$ cat config.mk
export PLATFORM = sky130hd
export DESIGN_NAME = bitplane_mask_and_or_row_blit_unit
export DESIGN_NICKNAME = d
export VERILOG_FILES = /design/src/rtl/bpblit_pkg.sv /design/src/rtl/bpblit_cell.sv /design/src/rtl/bitplane_mask_and_or_row_blit_unit.sv
export SDC_FILE = /design/constraint.sdc
export NUM_CORES = 1
export LEC_CHECK = 0
export BUFFER_PORTS_ARGS = -buffer_cell sky130_fd_sc_hd__buf_2
export CORE_AREA = 5 5 165 167
export CTS_BUF_LIST = sky130_fd_sc_hd__clkbuf_2 sky130_fd_sc_hd__clkbuf_4 sky130_fd_sc_hd__clkbuf_8
export DETAILED_ROUTE_END_ITERATION = 10
export DIE_AREA = 0 0 170 172
export PLACE_DENSITY = 0.8
export SLEW_MARGIN = 10
export SYNTH_ARGS = -nofsm -noshare
export SYNTH_HDL_FRONTEND = slang
export SYNTH_HIERARCHICAL = 1
export SYNTH_SLANG_ARGS = --single-unit
export TNS_END_PERCENT = 20
$ cat constraint.sdc
create_clock -name clock -period 7.3 [get_ports clock]
set_input_delay 2.19 -clock clock [delete_from_list [all_inputs] [get_ports clock]]
set_output_delay 2.19 -clock clock [all_outputs]
set_load 0.05 [all_outputs]
$ cat src/rtl/bpblit_pkg.sv
`default_nettype none

package bpblit_pkg;

   // Geometry of one framebuffer cell.
   localparam int WORD_BITS           = 16;
   localparam int MAX_PLANES          = 4;
   localparam int CELL_BITS           = WORD_BITS * MAX_PLANES;
   localparam int MASK_BITS           = 2 * WORD_BITS;
   localparam int SHIFT_BITS          = 4;
   localparam int ROW_BITS            = 15;
   localparam int PLANE_COUNT_DEFAULT = 4;

   // Configuration port.
   localparam int CSR_INDEX_BITS = 2;
   localparam int CSR_DATA_BITS  = ROW_BITS;

   typedef enum logic [CSR_INDEX_BITS-1:0] {
      CSR_SHIFT       = 2'd0,
      CSR_CELL_SELECT = 2'd1,
      CSR_MODE        = 2'd2,
      CSR_ROW_COUNT   = 2'd3
   } csr_index_type;

   typedef enum logic [1:0] {
      SEL_BOTH     = 2'd0,
      SEL_TRAILING = 2'd1,
      SEL_LEADING  = 2'd2,
      SEL_NONE     = 2'd3
   } cell_select_type;

   typedef struct packed {
      logic [MASK_BITS-1:0] mask_word;
      logic [CELL_BITS-1:0] plane_data;
      logic [CELL_BITS-1:0] dest_leading;
      logic [CELL_BITS-1:0] dest_trailing;
   } req_payload_type;

   typedef struct packed {
      logic [CELL_BITS-1:0] new_leading;
      logic [CELL_BITS-1:0] new_trailing;
      logic                 write_leading;
      logic                 write_trailing;
      logic [ROW_BITS-1:0]  row_index;
      logic                 last_row;
   } rsp_payload_type;

   // Controls shared by both cell blenders.
   typedef struct packed {
      logic                  enable;
      logic                  draw;
      logic [SHIFT_BITS-1:0] shift;
   } cell_ctrl_type;

endpackage

`default_nettype wire

$ cat src/rtl/bpblit_cell.sv
`default_nettype none

// Masks and optionally colours every active plane of one cell while enabled; else passes it.
module bpblit_cell
   import bpblit_pkg::*;
#(
   parameter int PLANE_COUNT = PLANE_COUNT_DEFAULT,
   parameter bit LEADING     = 1'b0
) (
   input  wire cell_ctrl_type        ctrl,
   input  wire logic [WORD_BITS-1:0] mask,
   input  wire logic [CELL_BITS-1:0] data,
   input  wire logic [CELL_BITS-1:0] dest,
   output logic      [CELL_BITS-1:0] result
);

   for (genvar p = 0; p < MAX_PLANES; p++) begin : g_plane
      if (p < PLANE_COUNT) begin : g_active
         logic [MASK_BITS-1:0] spread;
         logic [WORD_BITS-1:0] colour;
         logic [WORD_BITS-1:0] word;

         always_comb begin
            spread = {data[p*WORD_BITS +: WORD_BITS], {WORD_BITS{1'b0}}} >> ctrl.shift;
            colour = LEADING ? spread[MASK_BITS-1:WORD_BITS] : spread[WORD_BITS-1:0];
            word   = dest[p*WORD_BITS +: WORD_BITS] & mask;
            if (ctrl.draw) begin
               word = word | colour;
            end
         end

         assign result[p*WORD_BITS +: WORD_BITS] =
            ctrl.enable ? word : dest[p*WORD_BITS +: WORD_BITS];
      end else begin : g_idle
         // Planes beyond the configured count are left as they are.
         assign result[p*WORD_BITS +: WORD_BITS] = dest[p*WORD_BITS +: WORD_BITS];
      end
   end

endmodule

`default_nettype wire

$ cat src/rtl/bitplane_mask_and_or_row_blit_unit.sv
`default_nettype none

// Channel   Direction  Handshake               Payload
// req       in         req_valid / req_stall   req_payload_type (mask, colour, two cells)
// rsp       out        rsp_valid / rsp_stall   rsp_payload_type (two cells, flags, row)
// csr       in         csr_write               csr_index, csr_data
//
// One item is accepted per cycle when not stalled; a drawn row's result appears in the
// output register in the next cycle. The path is a 32-bit rotate, a 32-bit shift per plane
// and an AND/OR per plane. Synchronous reset clears the configuration, the row counter and
// the output valid. The input stalls only while a result sits in the output register and
// the output is stalled, so a new item is taken in the same cycle the old result leaves.
module bitplane_mask_and_or_row_blit_unit
   import bpblit_pkg::*;
#(
   parameter int PLANE_COUNT = PLANE_COUNT_DEFAULT
) (
   input  wire                             clock,
   input  wire                             reset,

   input  wire                             req_valid,
   output logic                            req_stall,
   input  wire req_payload_type            req_payload,

   output logic                            rsp_valid,
   input  wire                             rsp_stall,
   output rsp_payload_type                 rsp_payload,

   input  wire                             csr_write,
   input  wire       [CSR_INDEX_BITS-1:0]  csr_index,
   input  wire       [CSR_DATA_BITS-1:0]   csr_data
);

   // Configuration registers.
   logic [SHIFT_BITS-1:0] shift_ff;
   logic [1:0]            cell_select_ff;
   logic                  mode_ff;
   logic [ROW_BITS-1:0]   row_count_ff;

   // Rows of the current sprite already drawn.
   logic [ROW_BITS-1:0]   rows_done_ff;
   logic [ROW_BITS-1:0]   rows_done_in;

   // Output register.
   logic                  rsp_valid_ff;
   logic                  rsp_valid_in;
   rsp_payload_type       rsp_payload_ff;
   rsp_payload_type       rsp_payload_in;

   logic                  req_accept;
   logic                  out_free;
   logic                  row_live;
   logic [ROW_BITS:0]     rows_next;
   logic [MASK_BITS-1:0]  mask_rot;
   logic [2*MASK_BITS-1:0] mask_pair;
   cell_ctrl_type         lead_ctrl;
   cell_ctrl_type         trail_ctrl;
   logic [CELL_BITS-1:0]  lead_cell;
   logic [CELL_BITS-1:0]  trail_cell;

   assign out_free   = !rsp_valid_ff || !rsp_stall;
   assign req_stall  = !out_free;
   assign req_accept = req_valid && out_free;

   // A row is drawn only while the counter is below the configured count.
   assign row_live  = rows_done_ff < row_count_ff;
   assign rows_next = {1'b0, rows_done_ff} + {{ROW_BITS{1'b0}}, 1'b1};

   // Rotate right of the mask: the high half feeds the leading cell.
   assign mask_pair = {req_payload.mask_word, req_payload.mask_word} >> shift_ff;
   assign mask_rot  = mask_pair[MASK_BITS-1:0];

   always_comb begin
      lead_ctrl.enable  = (cell_select_ff == SEL_BOTH) || (cell_select_ff == SEL_LEADING);
      lead_ctrl.draw    = mode_ff;
      lead_ctrl.shift   = shift_ff;
      trail_ctrl.enable = (cell_select_ff == SEL_BOTH) || (cell_select_ff == SEL_TRAILING);
      trail_ctrl.draw   = mode_ff;
      trail_ctrl.shift  = shift_ff;
   end

   bpblit_cell #(
      .PLANE_COUNT (PLANE_COUNT),
      .LEADING     (1'b1)
   ) u_lead (
      .ctrl   (lead_ctrl),
      .mask   (mask_rot[MASK_BITS-1:WORD_BITS]),
      .data   (req_payload.plane_data),
      .dest   (req_payload.dest_leading),
      .result (lead_cell)
   );

   bpblit_cell #(
      .PLANE_COUNT (PLANE_COUNT),
      .LEADING     (1'b0)
   ) u_trail (
      .ctrl   (trail_ctrl),
      .mask   (mask_rot[WORD_BITS-1:0]),
      .data   (req_payload.plane_data),
      .dest   (req_payload.dest_trailing),
      .result (trail_cell)
   );

   always_comb begin
      rsp_payload_in.new_leading    = lead_cell;
      rsp_payload_in.new_trailing   = trail_cell;
      rsp_payload_in.write_leading  = lead_ctrl.enable;
      rsp_payload_in.write_trailing = trail_ctrl.enable;
      rsp_payload_in.row_index      = rows_done_ff;
      rsp_payload_in.last_row       = rows_next == {1'b0, row_count_ff};

      rsp_valid_in = rsp_valid_ff;
      if (out_free) begin
         rsp_valid_in = req_accept && row_live;
      end

      // Writing the row count restarts the sprite.
      rows_done_in = rows_done_ff;
      if (csr_write && csr_index == CSR_ROW_COUNT) begin
         rows_done_in = '0;
      end else if (req_accept && row_live) begin
         rows_done_in = rows_next[ROW_BITS-1:0];
      end
   end

   always_ff @(posedge clock) begin
      if (reset) begin
         shift_ff       <= '0;
         cell_select_ff <= SEL_BOTH;
         mode_ff        <= 1'b0;
         row_count_ff   <= '0;
         rows_done_ff   <= '0;
         rsp_valid_ff   <= 1'b0;
      end else begin
         rows_done_ff <= rows_done_in;
         rsp_valid_ff <= rsp_valid_in;
         if (csr_write) begin
            case (csr_index)
               CSR_SHIFT:       shift_ff       <= csr_data[SHIFT_BITS-1:0];
               CSR_CELL_SELECT: cell_select_ff <= csr_data[1:0];
               CSR_MODE:        mode_ff        <= csr_data[0];
               CSR_ROW_COUNT:   row_count_ff   <= csr_data[ROW_BITS-1:0];
               default:         ;
            endcase
         end
      end
   end

   // The payload register loads only when a drawn row is accepted.
   always_ff @(posedge clock) begin
      if (req_accept && row_live) begin
         rsp_payload_ff <= rsp_payload_in;
      end
   end

   assign rsp_valid   = rsp_valid_ff;
   assign rsp_payload = rsp_payload_ff;

   // The counter never passes the configured count.
   a_rows_bounded: assert property (@(posedge clock) disable iff (reset)
      rows_done_ff <= row_count_ff)
      else $error("row counter ran past the row count");

   // A drawn row shows up next cycle carrying the counter value it was accepted with.
   a_row_index: assert property (@(posedge clock) disable iff (reset)
      req_accept && row_live |=> rsp_valid && rsp_payload.row_index == $past(rows_done_ff))
      else $error("accepted row missing or carries wrong index");

   // A dropped row leaves the counter alone unless the count is rewritten.
   a_drop_hold: assert property (@(posedge clock) disable iff (reset)
      req_accept && !row_live && !(csr_write && csr_index == CSR_ROW_COUNT)
      |=> $stable(rows_done_ff))
      else $error("dropped row moved the row counter");

endmodule

`default_nettype wire
==> impl_table.tex <==
\begin{tabular}{lr}
\hline
Metric & Value \\
\hline
\multicolumn{2}{l}{\textbf{Global routing}} \\
Via count of the first global-routing pass & 11870 \\
Aggregate global routing overflow & 0 \\
Maximum number of pins on one net before global-route repair & 153 \\
Antenna violations before repair & 10 \\
Overall global routing resource usage & 32.82\% \\
Wire length of the first global-routing pass & 72.17 mm \\
\multicolumn{2}{l}{\textbf{Clocking}} \\
H-tree lvl count & 4 \\
Clock Root Buffer & sky130\_fd\_sc\_hd\_\_clkbuf\_8 \\
Clock tree from TritonCTS & done \\
Clock latency on the worst-skew pair & about 0.49 ns \\
Number of gates resized after CTS & 0 \\
Worst-case clock buffer depth & 2 \\
CTS Buf Count & 17 \\
Setup Buffers After CTS & 0 \\
Clk slew on worst S/H paths & between 0.1 and 0.15 ns \\
Hold buffer count at CTS & 0 \\
Number of sinks on the clock net & 184 \\
\multicolumn{2}{l}{\textbf{Job}} \\
Max-cap violations & 0 \\
\multicolumn{2}{l}{\textbf{Synthesis}} \\
Most frequent cell after synthesis & sky130\_fd\_sc\_hd\_\_edfxtp\_1 \\
Number of flops mapped to enable cells by yosys & 146 \\
Cell count after synthesis & 1187 \\
Post-synth net total & 1449 \\
Proportion of synthesized chip area in sequential cells & around 37\% \\
Number of distinct standard cells referenced by the synthesized netlist & 64 \\
Dominant cells by area after synthesis & sky130\_fd\_sc\_hd\_\_edfxtp\_1 (32\%), sky130\_fd\_sc\_hd\_\_mux4\_2 (18\%), sky130\_fd\_sc\_hd\_\_mux2i\_1 (9.4\%), sky130\_fd\_sc\_hd\_\_dfxtp\_1 (5.5\%), sky130\_fd\_sc\_hd\_\_mux2\_2 (4.3\%) \\
Post-synth top area share & 31.59\% \\
Cell area after synthesis & 13880 µm² \\
Number of synthesized register bits & 184 \\
Cell type with the largest total area after synthesis & sky130\_fd\_sc\_hd\_\_edfxtp\_1 \\
Commonest register cell after synthesis & sky130\_fd\_sc\_hd\_\_edfxtp\_1 \\
Mean Syn Cell Area & 11.69 µm² \\
Post-synthesis async set-or-reset flop share & 0\% \\
Most common library cells after synthesis & sky130\_fd\_sc\_hd\_\_edfxtp\_1 (146), sky130\_fd\_sc\_hd\_\_nand2\_1 (145), sky130\_fd\_sc\_hd\_\_mux2i\_1 (131) \\
Count of warnings emitted by yosys & 6 \\
\multicolumn{2}{l}{\textbf{STA}} \\
Setup violations, final & 0 \\
Rel. slew slack & about 27\% \\
Layout Skew & 0.02420 ns \\
RSZ-0062 raised after global routing & no \\
Post-Route Setup TNS & 0 ns \\
Max Transition Viols Final & 0 \\
Part of the cycle the worst path needs & 66.53\% \\
Highest clock rate & 205.9 MHz \\
Hold Fails Final Rpt & 0 \\
Minimum clock period after layout & a little under 5 ns \\
WHS & 0.4708 ns \\
Slew at the pin with the worst max-slew slack & 1.097 ns \\
\multicolumn{2}{l}{\textbf{Worst setup path}} \\
Critical path arrival & 2.67 ns \\
Slowest stage cell, crit path & sky130\_fd\_sc\_hd\_\_buf\_2 \\
CP max FO & 3 \\
Cells along the critical path & buf\_2 -> nand2\_1 -> inv\_1 -> buf\_2 \\
Element type at the critical path end & output pin \\
Startpoint class of the critical path & input pin \\
Required arrival time at the worst endpoint & 5.11 ns \\
Critical path class & input pin to output pin \\
Most used cell, CP & sky130\_fd\_sc\_hd\_\_buf\_2 \\
Peak per-stage delay on the critical path & roughly 0.25 ns \\
\multicolumn{2}{l}{\textbf{Floorplanning}} \\
Core outline area & around 26000 µm² \\
Effective utilization at floorplan & between 50\% and 60\% \\
Number of placement rows & 59 \\
Die ar. & between 20000 and 30000 µm² \\
Die X & 170 µm \\
Die height & around 170 µm \\
Top-Level Pins & 394 \\
\multicolumn{2}{l}{\textbf{Drt}} \\
Wirelength per Cell & 26.68 µm \\
Violation count after the first detailed-routing iteration & around 1600 \\
Post-route antenna net violation count & 0 \\
DRC violations left & 0 \\
Sum of routed wire length over all layers & 49.89 mm \\
Vias per std cell & about 6.7 \\
First-pass DRT Iterations & 8 \\
Routed vias & 12480 \\
\multicolumn{2}{l}{\textbf{Hold path}} \\
Class of the tightest hold or removal check & register to register \\
\multicolumn{2}{l}{\textbf{Power and ir drop}} \\
Maximum resistive drop on vdd & approximately 150 µV \\
P per Cell Area & 195.3 nW/µm² \\
Leak Pwr & about 6.0 nW \\
\multicolumn{2}{l}{\textbf{Layout}} \\
Proportion of layout cells with a drive suffix above 1 & 40.38\% \\
Net count reported at finish & 1777 \\
Area overhead of the layout relative to synthesis & 17.57\% \\
\multicolumn{2}{l}{\textbf{Outcome}} \\
Result of the run & complete, no violations \\
\multicolumn{2}{l}{\textbf{Placed design}} \\
Port Buffer Count & roughly 400 \\
RD Place Congestion & 0.9947 \\
DP HPWL & 39.25 mm \\
\hline
\end{tabular}
-- final cells by class --
class                   count  area (µm²)
diodes                      7       17.52
clock buffers              17       234.0
clock inverters            15       215.2
fillers                  2102        9299
inverters                  21       83.83
multi-input cells         891        8145
flip-flops and latches    184        5157
well taps                 335       419.2
repair buffers            400        2044
-- path summary, 6_finish.rpt --
| path | cells past startpoint | endpoint | startpoint | slack (ns) |
|---|---|---|---|---|
| setup / recovery | 4 | req_stall | rsp_stall | 2.44 |
| hold reg to reg | 2 | row_count_ff[0] | row_count_ff[0] | 0.47 |
| hold / removal | 2 | row_count_ff[0] | row_count_ff[0] | 0.47 |
| setup reg to reg | 6 | rsp_payload[49] | shift_ff[1] | 3.63 |
-- per-stage QoR --
step                      power (W)  setup slack, ns  instances  utilization, %  area (µm²)
after floorplan            0.002076           0.8755       1187               -       13880
after detailed placement   0.002406            2.415       1831           61.88       15850
final                      0.003187            2.443       1870           63.70       16320
after global routing       0.003285            2.384       1869           63.69       16310
after global placement     0.002392            2.442       1831           61.88       15850
after CTS                  0.003179            2.446       1863           63.63       16300
-- logic make-up after synthesis --
kind of cell,share of synthesized area [%]
muxes,32.46
DFF,37.07
xor gates and xnor gates,1.767
AOI/OAI and AO/OA,12.32
adders and majority gates,1.442
and+or+nand+nor,10.66
buffers and inverters,4.273
-- where the power goes --
| group | leakage, nW | internal, W | switching (W) |
|---|---|---|---|
| sequential | 1.71 | 0.00127 | 0.0000454 |
| clock | 0.223 | 0.000309 | 0.000482 |
| combinational | 4.10 | 0.000329 | 0.000755 |
-- registers in the layout, summed over array words and instances, names as in the netlist --
| signal | cells |
|---|---|
| rsp_valid | 1 |
| rows_done_ff | 15 |
| cell_select_ff | 2 |
| shift_ff | 4 |
| row_count_ff | 15 |
| mode_ff | 1 |
| rsp_payload | 146 |
-- routing by layer --
metal / GRT usage (%) / routed length [µm]
met5: 0 / 60
met4: 10.03 / 1574
met3: 5.373 / 5512
met2: 56.59 / 24540
met1: 43.01 / 18200
-- placed cells by master, fill, tap and decap left out, types with 13 or more instances in the layout --
cell,Yosys,final
sky130_fd_sc_hd__dfxtp_1,38,34
sky130_fd_sc_hd__o21ai_0,37,37
sky130_fd_sc_hd__ha_1,16,16
sky130_fd_sc_hd__a22oi_1,25,25
sky130_fd_sc_hd__xor2_1,15,15
sky130_fd_sc_hd__nand2b_1,40,40
sky130_fd_sc_hd__edfxtp_1,146,146
sky130_fd_sc_hd__buf_2,28,393
sky130_fd_sc_hd__o221ai_1,34,34
sky130_fd_sc_hd__nand3_1,17,16
sky130_fd_sc_hd__a22o_1,20,20
sky130_fd_sc_hd__clkbuf_8,0,17
sky130_fd_sc_hd__mux4_2,113,113
sky130_fd_sc_hd__nor2_1,42,42
sky130_fd_sc_hd__nand2_1,145,145
sky130_fd_sc_hd__inv_1,21,20
sky130_fd_sc_hd__mux2_2,53,53
sky130_fd_sc_hd__o21ai_1,33,33
sky130_fd_sc_hd__mux2i_1,131,131
sky130_fd_sc_hd__a21oi_1,33,33
sky130_fd_sc_hd__xnor2_1,13,13
-- worst max-delay path: cells and delay by family --
kind	cells	cell delay [ns]
simple gates	1	0.08
buf+inv	3	0.38
Note: power is estimated with default switching activity, not from simulation.
